--- config.mk ---
export PLATFORM = sky130hd
export DESIGN_NAME = qrs_div_cell
export DESIGN_NICKNAME = d
export VERILOG_FILES = /design/src/sv/qrs_pkg.sv /design/src/sv/qrs_div_cell.sv
export SDC_FILE = /design/constraint.sdc
export NUM_CORES = 1
export LEC_CHECK = 0
export BUFFER_PORTS_ARGS = -buffer_cell sky130_fd_sc_hd__buf_2
export CORE_UTILIZATION = 45
export CTS_CLUSTER_DIAMETER = 40
export DETAILED_ROUTE_END_ITERATION = 8
export GPL_TIMING_DRIVEN = 0
export PLACE_DENSITY = 0.8
export SYNTH_ARGS = -nofsm -noshare
export SYNTH_HDL_FRONTEND = slang
export SYNTH_SLANG_ARGS = --single-unit
--- constraint.sdc ---
create_clock -name clk_i -period 3.2 [get_ports clk_i]
set_input_delay 0 -clock clk_i [delete_from_list [all_inputs] [get_ports clk_i]]
set_output_delay 0 -clock clk_i [all_outputs]
set_load 0.005 [all_outputs]
--- src/sv/qrs_pkg.sv ---
// shared widths, codes and beat types of the quadratic root solver
// depends on nothing; every other file imports it
package qrs_pkg;

  localparam int FRAC_BITS = 16;
  localparam int WORD_BITS = 32;

  localparam int EPS_W     = 17;
  localparam logic [EPS_W-1:0] EPS_RESET = EPS_W'(66);

  localparam int PROD_W = 2 * WORD_BITS;
  localparam int DISC_W = 2 * WORD_BITS + 2;
  localparam int SQRT_W = DISC_W / 2;
  localparam int REM_W  = SQRT_W + 3;
  localparam int CMP_W  = (WORD_BITS > EPS_W) ? WORD_BITS : EPS_W;
  localparam int LIM_W  = (DISC_W > EPS_W + FRAC_BITS) ? DISC_W : EPS_W + FRAC_BITS;
  localparam int NMAG_W = WORD_BITS + 1;
  localparam int NUM_W  = WORD_BITS + FRAC_BITS + 2;
  localparam int DEN_W  = WORD_BITS + 1;
  localparam int QCMP_W = (NUM_W > DEN_W + WORD_BITS) ? NUM_W : DEN_W + WORD_BITS;
  localparam int LATENCY = SQRT_W + WORD_BITS + 8;

  typedef enum logic [1:0] {
    KIND_NONE = 2'd0,
    KIND_ONE  = 2'd1,
    KIND_TWO  = 2'd2,
    KIND_INF  = 2'd3
  } kind_e;

  typedef struct packed {
    kind_e                kind;
    logic                 lin;
    logic                 aneg;
    logic                 bneg;
    logic                 cneg;
    logic [WORD_BITS-1:0] amag;
    logic [WORD_BITS-1:0] bmag;
    logic [WORD_BITS-1:0] cmag;
  } meta_t;

  typedef struct packed {
    logic              nneg;
    logic              dneg;
    logic [NMAG_W-1:0] nmag;
    logic [DEN_W-1:0]  den;
  } lane_a_t;

  typedef struct packed {
    logic             sgn;
    logic             dz;
    logic [NUM_W-1:0] num;
    logic [DEN_W-1:0] den;
  } lane_b_t;

  typedef struct packed {
    logic sgn1;
    logic sat1;
    logic sgn2;
    logic sat2;
  } tail_t;

endpackage

--- src/sv/qrs_div_cell.sv ---
// one quotient bit of the restoring divider chain
// depends on qrs_pkg
module qrs_div_cell import qrs_pkg::*; (
  input  logic                 clk_i,
  input  logic [DEN_W-1:0]     rem_i,
  input  logic [WORD_BITS-1:0] num_i,
  input  logic [WORD_BITS-1:0] quo_i,
  input  logic [DEN_W-1:0]     den_i,
  output logic [DEN_W-1:0]     rem_o,
  output logic [WORD_BITS-1:0] num_o,
  output logic [WORD_BITS-1:0] quo_o,
  output logic [DEN_W-1:0]     den_o
);

  logic [DEN_W:0] part;
  logic [DEN_W:0] diff;
  logic           take;

  assign part = {rem_i, num_i[WORD_BITS-1]};
  assign take = part >= {1'b0, den_i};
  assign diff = part - {1'b0, den_i};

  always_ff @(posedge clk_i) begin
    rem_o <= take ? diff[DEN_W-1:0] : part[DEN_W-1:0];
    num_o <= {num_i[WORD_BITS-2:0], 1'b0};
    quo_o <= {quo_i[WORD_BITS-2:0], take};
    den_o <= den_i;
  end

endmodule

# Word level (Yosys, flattened, before mapping)
# Index checks and enable logic that the tools add are counted.
# Widths: inputs -> output; s select.
dict set report word_totals {
  latch_bits 0
  inputBits 131
  out_inout_bits 130
  ramBits 0
  mem_count 0
  rom_bits 0
  word_cells 7
  regBits 129
}
dict set report op_classes {
  n_mux 1
  shift 0
  bitwise 0
  n_eq_ne 0
  div 0
  order_cmp 1
  n_reduce_logical 0
  n_mul 0
  addsub 1
}
# operator count
set op_table {}
lappend op_table {{$ge 34x33->1} 1}
lappend op_table {{$mux 33} 1}
lappend op_table {{$sub 33x33->33} 1}

# Longest topological paths before layout
dict set report depth {
  depth_word 2
  mapped_depth 14
  ltp_nobuf 12
}

# Worst setup path after synthesis
# Ideal clock, no wire load.
dict set report synth_timing {
  path_kind {in2reg}
  startpoint {in num_i[31]}
  endpoint {reg rem_o[1]}
  slack_ns 0.771
  arrival_ns 2.307
  t_required_ns 3.079
  setup_ns 0.121
  n_path_buf 1
  cell_stages 12
  path_cell_list {inv_1 ha_1 inv_1 fa_1 a21o_1 a221o_2 a21oi_2 o41a_4 o31ai_4 a41oi_2 buf_6 mux2_4}
}
dict set report synth_via {
  elab_chain_cells 2
  elab_cells_between_ends 3
  classes_between {add/sub (1); order compare (1); mux (1)}
}
# item line
set synth_lines {}
lappend synth_lines {{start: declaration} qrs_div_cell.sv:6} ;# input logic [WORD_BITS-1:0] num_i,
lappend synth_lines {{$sub 33x33->33 / $ge 34x33->1 (equally long branches)} {qrs_div_cell.sv:21, qrs_div_cell.sv:20}}
lappend synth_lines {{$mux 33 (*)} qrs_div_cell.sv:24} ;# rem_o <= take ? diff[DEN_W-1:0] : part[DEN_W-1:0];
lappend synth_lines {{end signal: assignment} qrs_div_cell.sv:24}
lappend synth_lines {{end: declaration} qrs_div_cell.sv:9} ;# output logic [DEN_W-1:0] rem_o,
# Every way passes the cells marked *; elsewhere a longest branch is shown, timed or not.

# Worst setup path in the final report
dict set report layout_timing {
  startpoint {in num_i[31]}
  endpoint {reg rem_o[13]}
}
# The elaborated chain is that of the path after synthesis.

==> flow_summary.ini <==
[cts]
cts_made_buffers = 17
clk_pin_slew_ns = 0.06
htree_levels = 4
clock-root-buffer = clkbuf_8
cts_tree = yes
cts_sinks = 129
clock_path_buffers = 2

[critical_path]
crit_path_start = num_i[31]
crit_arrival_ns = 3.31
crit_path_start_kind = primary input
cp_data_required_time_ns = 3.57
crit_path_end_kind = flop
worst-setup-path-type = primary input to flop
cp_max_fo = 10

[sta]
tightest_slew_ns = 0.5566
period_share_pct = 91.61
setup-violations-final = 0
hold_violations = 0
fin_tns_setup_ns = 0
fmax_mhz = 341.1
finalMaxSlewViolations = 0
rsz0062_at_grt = no
slew_headroom_pct = 62.80
period_needed_ns = 2.932
whs_ns = 0.1220

[layout]
final_area_um2 = 8322
drive_gt1_share_pct = 35.23
area_delta_synth_final_pct = 66.48
nets = 1068

[logic_synthesis]
synth_area_per_cell_um2 = 10.06
synth-seq-cells = 129
synth_edf_count = 0
synth_top_family_by_area = compound AO/OA/AOI/OAI gates
synth-compound-area-share_pct = 19.17
ys_warn_count = 0
synth_xor_area_share_pct = 4.906
yosys.area_share.simple_pct = 9.787
muxShareOfSynthArea_pct = 0.3004
synth_fa_ha_area_share_pct = 8.661
mappedNetlistArea_um2 = 4999
synthArstFlopShare_pct = 0
syn_nets = 662
synth_top_flop_cell = dfxtp_1
yosysSeqAreaShare_pct = 51.66
synth_cells = 497
synth_cell_types = 53

[power_and_ir_drop]
irDropWorstVdd_uv = 541.7
p_leak_uw = 0.004086
totalPowerFinal_uw = 4611
power_density_nw_per_um2 = 554.1

[route]
routed_wl_um = 18440
wl_per_cell_um = 17.48
final_antenna_net_count = 0
vias_per_cell = 5.042
num_vias = 5319
drt-pass1-iter-count = 5
drt_iter0_markers = 278
drcViolationCount = 0

[die]
fp.dieArea_um2 = 11530
die_h_um = 107.4
start_util_pct = 46.11
fp.dieW_um = 107.4
rows = 38
ios = 261
core_area_um2 = 10840

[placement]
dp_hpwl_um = 10830
placed_area_um2 = 6465
portBuffers = 258
gp_congestion = 0.8363

[min_path]
hp-class = primary input to flop
hold_start = quo_i[26]

[run]
cap_violations = 0

[status]
outcome = completed

[global_route]
grtUsageTotal_pct = 32.08
grt_pass1_wl_um = 27820
grt_pass1_vias = 5615
grt-ovfl-total = 0
antenna_found_initial = 1
grt_max_degree = 17
-- flip-flops by register name, summed over array words and instances (netlist names) --
name,count
rem_o,33
den_o,33
quo_o,32
num_o,31
-- kinds of logic (layout without fill, tap and decap cells) --
logic type | count (synthesis) | count (layout)
simple gates | 109 | 109
xor+xnor | 28 | 28
mux | 1 | 1
flops | 129 | 129
fa+ha+maj | 34 | 34
other cells | 1 | 2
compound gates | 136 | 136
buf+inv | 59 | 476
-- cell usage after synthesis (2+ instances only) --
library cell	number	share of area, %
o21ai_0	26	2.6
nand2_1	58	4.4
nand4_1	3	0.38
buf_6	6	1.4
dfxtp_1	129	52
o21ai_2	18	3.2
inv_1	43	3.2
and3_1	7	0.88
nor3_1	5	0.50
a21oi_1	34	3.4
nor2_1	15	1.1
o21a_1	4	0.60
a21o_1	10	1.5
o21bai_1	8	1.2
nor4_1	4	0.50
xor2_1	12	2.1
a31oi_1	3	0.38
nand2b_1	4	0.50
xnor2_1	16	2.8
a21boi_0	3	0.45
o211ai_1	3	0.45
a211oi_1	4	0.60
clkbuf_1	8	0.60
nand3_1	8	0.80
or3_1	2	0.25
ha_1	33	8.3
o31ai_1	5	0.75
-- layout make-up --
class / instances / area [um2]
clock buffer: 21 / 449.2
buffer: 16 / 110.1
fill: 689 / 2519
sequential: 129 / 2582
clock inverter: 9 / 110.1
antenna: 1 / 2.502
multi-input combinational: 309 / 2148
timing repair buffer: 387 / 2582
tap: 140 / 175.2
inverter: 43 / 161.4
-- per-stage QoR --
stage / setup WS (ns) / cells / util (%)
2_1_floorplan: 0.7712 / 497 / -
3_3_place_gp: 0.1015 / 895 / 59.64
3_5_place_dp: 0.1234 / 895 / 59.64
4_1_cts: 0.1116 / 1054 / 76.71
5_1_grt: 0.02705 / 1055 / 76.77
6_report: 0.2685 / 1055 / 76.77
-- critical path, cell delays in order --
cell and delay (ns):
dlygate4sd3_1 0.53, buf_2 0.12, inv_1 0.05, ha_1 0.15
inv_1 0.05, fa_1 0.40, a21o_1 0.23, a221o_2 0.39
a21oi_2 0.27, o41a_4 0.21, o31ai_4 0.11, a41oi_2 0.25
clkbuf_1 0.37, o21ai_0 0.18
-- power by group --
group / leakage, uW / internal [uW] / total, uW / switching (uW)
logic: 0.00273 / 474 / 957 / 482
registers: 0.00109 / 1760 / 1810 / 46.4
clock network: 0.000266 / 1140 / 1850 / 708
-- placed cells by master, fill, tap and decap left out, types with 3 or more instances in the layout --
cell type / n
a211oi_1: 4
a21boi_0: 3
a21o_1: 10
a21oi_1: 33
a31oi_1: 3
and3_1: 7
buf_2: 259
buf_6: 6
clkbuf_1: 10
clkbuf_16: 16
clkbuf_8: 3
clkinvlp_4: 3
dfxtp_1: 129
dlygate4sd3_1: 129
ha_1: 33
inv_1: 43
nand2_1: 58
nand2b_1: 4
nand3_1: 8
nand4_1: 3
nor2_1: 15
nor3_1: 5
nor4_1: 4
o211ai_1: 3
o21a_1: 4
o21ai_0: 25
o21ai_2: 18
o21bai_1: 8
o31ai_1: 5
xnor2_1: 16
xor2_1: 12
-- routing by layer --
layer | wire length [um] | global-route usage (%) | up-vias
met5 | 0 | 0 | -
met2 | 9662 | 58.99 | 249
met4 | 884 | 19.96 | 0
li1 | - | - | 2524
met1 | 6765 | 31.77 | 2473
met3 | 1126 | 8.777 | 73
-- worst paths after layout --
path / to / slack (ns) / cells past startpoint
worst max-delay path: rem_o[13] / 0.27 / 14
worst min-delay path: quo_o[27] / 0.12 / 2
-- repair_timing --
action | CTS | global route
hold buffers | 129 | 0
endpoints found under the hold margin | 128 | 0
buffers inserted | 0 | 0
setup endpoints to repair | 0 | 1
resized for setup | 0 | 2
Power figures use the tool's default switching activity.
