$ cat src/sv/qrs_pkg.sv
// shared widths, codes and beat types of the quadratic root solver
// depends on nothing; every other file imports it
package qrs_pkg;

  localparam int FRAC_BITS = 16;
  localparam int WORD_BITS = 32;

  localparam int EPS_W     = 17;
  localparam logic [EPS_W-1:0] EPS_RESET = EPS_W'(66);

  localparam int PROD_W = 2 * WORD_BITS;
  localparam int DISC_W = 2 * WORD_BITS + 2;
  localparam int SQRT_W = DISC_W / 2;
  localparam int REM_W  = SQRT_W + 3;
  localparam int CMP_W  = (WORD_BITS > EPS_W) ? WORD_BITS : EPS_W;
  localparam int LIM_W  = (DISC_W > EPS_W + FRAC_BITS) ? DISC_W : EPS_W + FRAC_BITS;
  localparam int NMAG_W = WORD_BITS + 1;
  localparam int NUM_W  = WORD_BITS + FRAC_BITS + 2;
  localparam int DEN_W  = WORD_BITS + 1;
  localparam int QCMP_W = (NUM_W > DEN_W + WORD_BITS) ? NUM_W : DEN_W + WORD_BITS;
  localparam int LATENCY = SQRT_W + WORD_BITS + 8;

  typedef enum logic [1:0] {
    KIND_NONE = 2'd0,
    KIND_ONE  = 2'd1,
    KIND_TWO  = 2'd2,
    KIND_INF  = 2'd3
  } kind_e;

  typedef struct packed {
    kind_e                kind;
    logic                 lin;
    logic                 aneg;
    logic                 bneg;
    logic                 cneg;
    logic [WORD_BITS-1:0] amag;
    logic [WORD_BITS-1:0] bmag;
    logic [WORD_BITS-1:0] cmag;
  } meta_t;

  typedef struct packed {
    logic              nneg;
    logic              dneg;
    logic [NMAG_W-1:0] nmag;
    logic [DEN_W-1:0]  den;
  } lane_a_t;

  typedef struct packed {
    logic             sgn;
    logic             dz;
    logic [NUM_W-1:0] num;
    logic [DEN_W-1:0] den;
  } lane_b_t;

  typedef struct packed {
    logic sgn1;
    logic sat1;
    logic sgn2;
    logic sat2;
  } tail_t;

endpackage

$ cat src/sv/qrs_sqrt_cell.sv
// one digit of the integer square root chain, two radicand bits per cell
// depends on qrs_pkg
module qrs_sqrt_cell import qrs_pkg::*; (
  input  logic              clk_i,
  input  logic [DISC_W-1:0] rad_i,
  input  logic [REM_W-1:0]  rem_i,
  input  logic [SQRT_W-1:0] root_i,
  output logic [DISC_W-1:0] rad_o,
  output logic [REM_W-1:0]  rem_o,
  output logic [SQRT_W-1:0] root_o
);

  logic [REM_W-1:0] trial;
  logic [REM_W-1:0] part;
  logic [REM_W-1:0] diff;
  logic             take;

  assign part  = {rem_i[REM_W-3:0], rad_i[DISC_W-1:DISC_W-2]};
  assign trial = {1'b0, root_i, 2'b01};
  assign take  = part >= trial;
  assign diff  = part - trial;

  always_ff @(posedge clk_i) begin
    rad_o  <= {rad_i[DISC_W-3:0], 2'b00};
    rem_o  <= take ? diff : part;
    root_o <= {root_i[SQRT_W-2:0], take};
  end

endmodule

$ cat config.mk
export PLATFORM = sky130hd
export DESIGN_NAME = qrs_sqrt_cell
export DESIGN_NICKNAME = d
export VERILOG_FILES = /design/src/sv/qrs_pkg.sv /design/src/sv/qrs_sqrt_cell.sv
export SDC_FILE = /design/constraint.sdc
export NUM_CORES = 1
export LEC_CHECK = 0
export BUFFER_PORTS_ARGS = -buffer_cell sky130_fd_sc_hd__buf_2
export CAP_MARGIN = 20
export CORE_MARGIN = 5
export CORE_UTILIZATION = 23
export CTS_BUF_LIST = sky130_fd_sc_hd__clkbuf_16
export DETAILED_ROUTE_END_ITERATION = 10
export MAX_ROUTING_LAYER = met4
export PLACE_DENSITY_LB_ADDON = 0.2
export SLEW_MARGIN = 40
export SYNTH_ARGS = -nofsm -noshare
export SYNTH_HDL_FRONTEND = slang
export SYNTH_SLANG_ARGS = --single-unit
$ cat constraint.sdc
create_clock -name clk_i -period 5.2 [get_ports clk_i]
set_clock_uncertainty 0.05 [all_clocks]
set_input_delay 1.56 -clock clk_i [delete_from_list [all_inputs] [get_ports clk_i]]
set_output_delay 1.56 -clock clk_i [all_outputs]
set_load 0.005 [all_outputs]
Word level (Yosys, flattened, before mapping)
Cells that the tools add are included.
Storage, ports and cells
  bits of input ports: 136
  output and inout bits: 135
  register bits after elaboration: 133
  word-level logic and storage cells: 6
Operators by class
  order comparisons: 1
  add/subtract/negate cells: 1
  multiplexer cells: 1
Operators by type and width (number)
  >= comparator 36 x 35 -> 1 bit: 1
  2-to-1 mux 36 bit: 1
  subtractor 36 x 35 -> 36 bit: 1

Depth between registers and ports, before layout
  depth after elaboration: 2
  depth in mapped cells: 13
  mapped depth without buffers: 11

Worst setup path before layout
Ideal clock, no wire load.
  path type: input port to flip-flop
  start: input port root_i[0]
  end: register rem_o[10]
  arrival: 3.934 ns
  path buffers: 1
  setup time: 0.121 ns
  setup slack: 1.095 ns
  data required time: 5.029 ns
  stages on the path: 12
  cells stage by stage: inv_1 ha_1 nor2b_4 o311ai_2 a32oi_2 a31oi_4 o211ai_4 a41o_4 a21oi_4 inv_4 buf_6 mux2_4
On the way
  cells in the longest elaborated chain, start to end: 2
  elaborated cells on any way between the ends: 3
  those cells by class: add/sub (1); order compare (1); mux (1)
Ends and longest elaborated chain
  start: declaration: RTL line qrs_sqrt_cell.sv:7  | input logic [SQRT_W-1:0] root_i,
  subtractor 36 x 35 -> 36 bit or >= comparator 36 x 35 -> 1 bit (tied branches): RTL line qrs_sqrt_cell.sv:21, qrs_sqrt_cell.sv:20
  2-to-1 mux 36 bit (*): RTL line qrs_sqrt_cell.sv:25  | rem_o <= take ? diff : part;
  end signal: assignment: RTL line qrs_sqrt_cell.sv:25
  end: declaration: RTL line qrs_sqrt_cell.sv:9  | output logic [REM_W-1:0] rem_o,
Mark *: on every way between the ends. The rest lies on a longest branch, timed or not.

Final worst setup path
  start: input port rem_i[22]
  end: register rem_o[16]
On the way
  cells in the longest elaborated chain, start to end: 2
Ends and longest elaborated chain
  start: declaration: RTL line qrs_sqrt_cell.sv:6  | input logic [REM_W-1:0] rem_i,
  >= comparator 36 x 35 -> 1 bit: RTL line qrs_sqrt_cell.sv:20  | assign take = part >= trial;
  2-to-1 mux 36 bit: RTL line qrs_sqrt_cell.sv:25
No other way between the ends.

==> summary.md <==
| Metric | Value |
|---|---|
| Status | `finished clean` |
| Post-synth top area share | `0.507` |
| Mean post-synth cell area | `11.0 sq um` |
| Post-Synthesis Cells | `477` |
| CTS H-tree depth | `4` |
| Count of cell types in the netlist | `56` |
| Slowest stage delay, CP | `0.42 ns` |
| Setup_tns | `0 ns` |
| Critical path depth | `12` |
| Leading area contributor after synthesis | `dfxtp_1` |
| # setup viols final | `0` |
| Kind of critical path | `primary input to register` |
| Final antenna-violating net count | `0` |
| Crit path buffers/inverters | `3` |
| Die ar. | `25,900 sq um` |
| Critical path endpoint | `rem_o[16]` |
| TritonCTS buffer count | `17` |
| CTS sink count | `133` |
| Initial Util | `0.232` |
| Vias | `4,409` |
| Setup Fix Bufs, Post-CTS | `0` |
| Pleak | `3.78 nW` |
| RSZ-0062 raised after global routing | `no` |
| Clk buf depth | `2` |
| Yosys warnings | `0` |
| Die Wd | `161 um` |
| Crit path launch | `rem_i[22]` |
| Grt ovf | `0` |
| # IOs | `271` |
| Largest cells by area after synthesis | `dfxtp_1 (51%), ha_1 (8.3%), mux2_4 (7.4%), inv_1 (3.4%), xnor2_1 (3.2%)` |
| Fill cells | `2,389` |
| Critical Path AT | `4.52 ns` |
| Psw | `0.813 mW` |
| Total core area | `22,600 sq um` |
| Synthesized area | `5250 sq um` |
| Final WL | `16.0 mm` |
| Slew at the pin closest to its max-slew limit | `0.633 ns` |
| Post_cts resized | `0` |
| Placement Cell Area | `6910 sq um` |
| Commonest non-fill, non-tap cell in the layout | `buf_2` |
| Clk root buf | `clkbuf_16` |
| Clock Pin Slew Worst Setup and Hold Paths | `0.07 ns` |
| Critical Path RT | `5.45 ns` |
| Crit-path slowest cell | `ha_1` |
| Switching Fraction | `0.280` |
| 1st-iter DRT viols | `162` |
| Global-route wire length before repair | `24.6 mm` |
| Final hold vios | `0` |
| CTS tree | `yes` |
| Peak supply drop | `0.157 mV` |
| Area Growth Syn to Fin | `42.8%` |
| Final period util | `0.821` |
| Max Cap Violations | `0` |
| Gate power share | `0.191` |
| Initial antenna violation count | `2` |
| Reg power frac | `0.393` |
| Max Clock Freq | `234 MHz` |
| Site Rows | `55` |
| Power Density | `387 nW/um^2` |
| CP Capture Type | `register` |
| Wire length per cell | `15.1 um` |
| Power Internal | `2.09 mW` |
| Slew Limit Headroom | `0.576` |
| Worst Hold Class | `primary input to register` |
| All-Layer GR Usage | `0.125` |
| Final Wtd Congestion | `0.768` |
| Seq/Total Area, Yosys | `0.507` |
| Worst setup SP type | `primary input` |
| Register bit total from synthesis | `133` |
| Number of synthesized flops with an enable pin | `0` |
| Final slew viol count | `0` |
| Vias per std cell | `4.17` |
| Largest net degree at the start of global routing | `19` |
| Post-route minimum period | `4.27 ns` |
| HPWL Detailed | `12.9 mm` |
| Commonest cells after routing, fill and taps aside | `buf_2 (266), dfxtp_1 (133), inv_1 (47)` |
| Clock power frac | `0.417` |
| Die H | `161 um` |
| Asr flop ratio synth | `0` |
| Hold buffer count at cts | `0` |
| Port Buffers | `266` |
| Final Cell Area | `7490 sq um` |
| Kind of cell adding the most delay to the critical path | `simple AND/OR/NAND/NOR gates` |
| First-pass DRT Iterations | `5` |
| Worst path cell trace | `buf_2, ha_1, and4_1, and3_1, nor2b_1, nand2_1, o211ai_4, a41o_4, a21oi_4, inv_4, buf_4, mux2_4` |
| DRC violations left | `0` |
| Synth Flop Type | `dfxtp_1` |
| Final hold slack | `1.19 ns` |
| Share of cells above drive strength 1 | `0.449` |
| Vias in the first global route | `4,617` |
| Worst Path Max Fanout | `11` |
| Net count, final | `928` |
-- Yosys cell counts, types with 2 or more instances --
cell type	instances
o21bai_1	4
inv_1	47
nor3b_1	2
and4_1	2
a21oi_1	33
nor2_1	12
a211oi_1	3
a31o_2	2
a21o_1	9
clkbuf_1	4
nor3_1	5
mux2_4	26
o211ai_1	4
dfxtp_1	133
mux2_2	5
buf_6	3
nand2_1	27
buf_4	2
or2_2	2
nand3_1	9
o21a_1	5
nor2b_1	4
xor2_1	12
o21ai_0	20
and3_1	11
nand4_1	7
ha_1	35
and2_1	3
xnor2_1	19
-- flip-flops by register name, summed over array words and instances (netlist names) --
| register | count |
|---|---|
| rad_o | 64 |
| rem_o | 36 |
| root_o | 33 |
-- how the worst min path moves through the flow --
stage | start | to | cells past startpoint
2_1_floorplan | rad_i[8] | rad_o[10] | 0
3_5_place_dp | rad_i[12] | rad_o[14] | 1
6_report | rad_i[8] | rad_o[10] | 1
5_1_grt | rad_i[36] | rad_o[38] | 1
3_3_place_gp | rad_i[28] | rad_o[30] | 1
4_1_cts | rad_i[36] | rad_o[38] | 1
-- cells by family (layout without fill, tap and decap cells) --
| family | after synthesis | in the layout | synth area share |
|---|---|---|---|
| flops | 133 | 133 | 0.507 |
| compound gates | 100 | 100 | 0.137 |
| simple gates | 88 | 88 | 0.0858 |
| buf+inv | 57 | 349 | 0.0470 |
| fa+ha+maj | 35 | 35 | 0.0835 |
| mux | 32 | 32 | 0.0870 |
| xor+xnor | 31 | 31 | 0.0517 |
| other cells | 1 | 4 | 0.000715 |
-- through the flow --
step | util | instances | setup WS [ns] | total power [mW]
3_3_place_gp | 0.306 | 1023 | 0.468 | 1.73
2_1_floorplan | - | 478 | 1.09 | 1.49
6_report | 0.332 | 1057 | 0.933 | 2.90
3_5_place_dp | 0.306 | 1023 | 0.463 | 1.73
4_1_cts | 0.332 | 1055 | 0.896 | 2.97
5_1_grt | 0.332 | 1057 | 0.744 | 3.07
-- routing by layer --
layer / track usage / vias up / routed length [um]
met2: 0.221 / 174 / 8200
li1: - / 2219 / -
met5: - / - / 0
met1: 0.132 / 2008 / 6320
met3: 0.0464 / 8 / 1310
met4: 0.0314 / 0 / 172
-- power groups by stage --
stage	sequential [mW]	clock [mW]	combinational, mW
finish	1.14	1.21	0.553
global route	1.15	1.30	0.612
CTS	1.14	1.26	0.567
detailed placement	1.17	0	0.564
global placement	1.16	0	0.565
floorplan	1.18	0	0.310
-- cell type report --
cell class	count	area, sq um	area share
diodes	2	5.00	0.000668
clock buffers	17	425	0.0568
clock inverters	15	154	0.0205
inverters	48	183	0.0244
multi-input cells	288	2340	0.313
flip-flops and latches	133	2660	0.355
well taps	285	357	0.0476
repair buffers	269	1370	0.182
(Power assumes the default switching activity.)
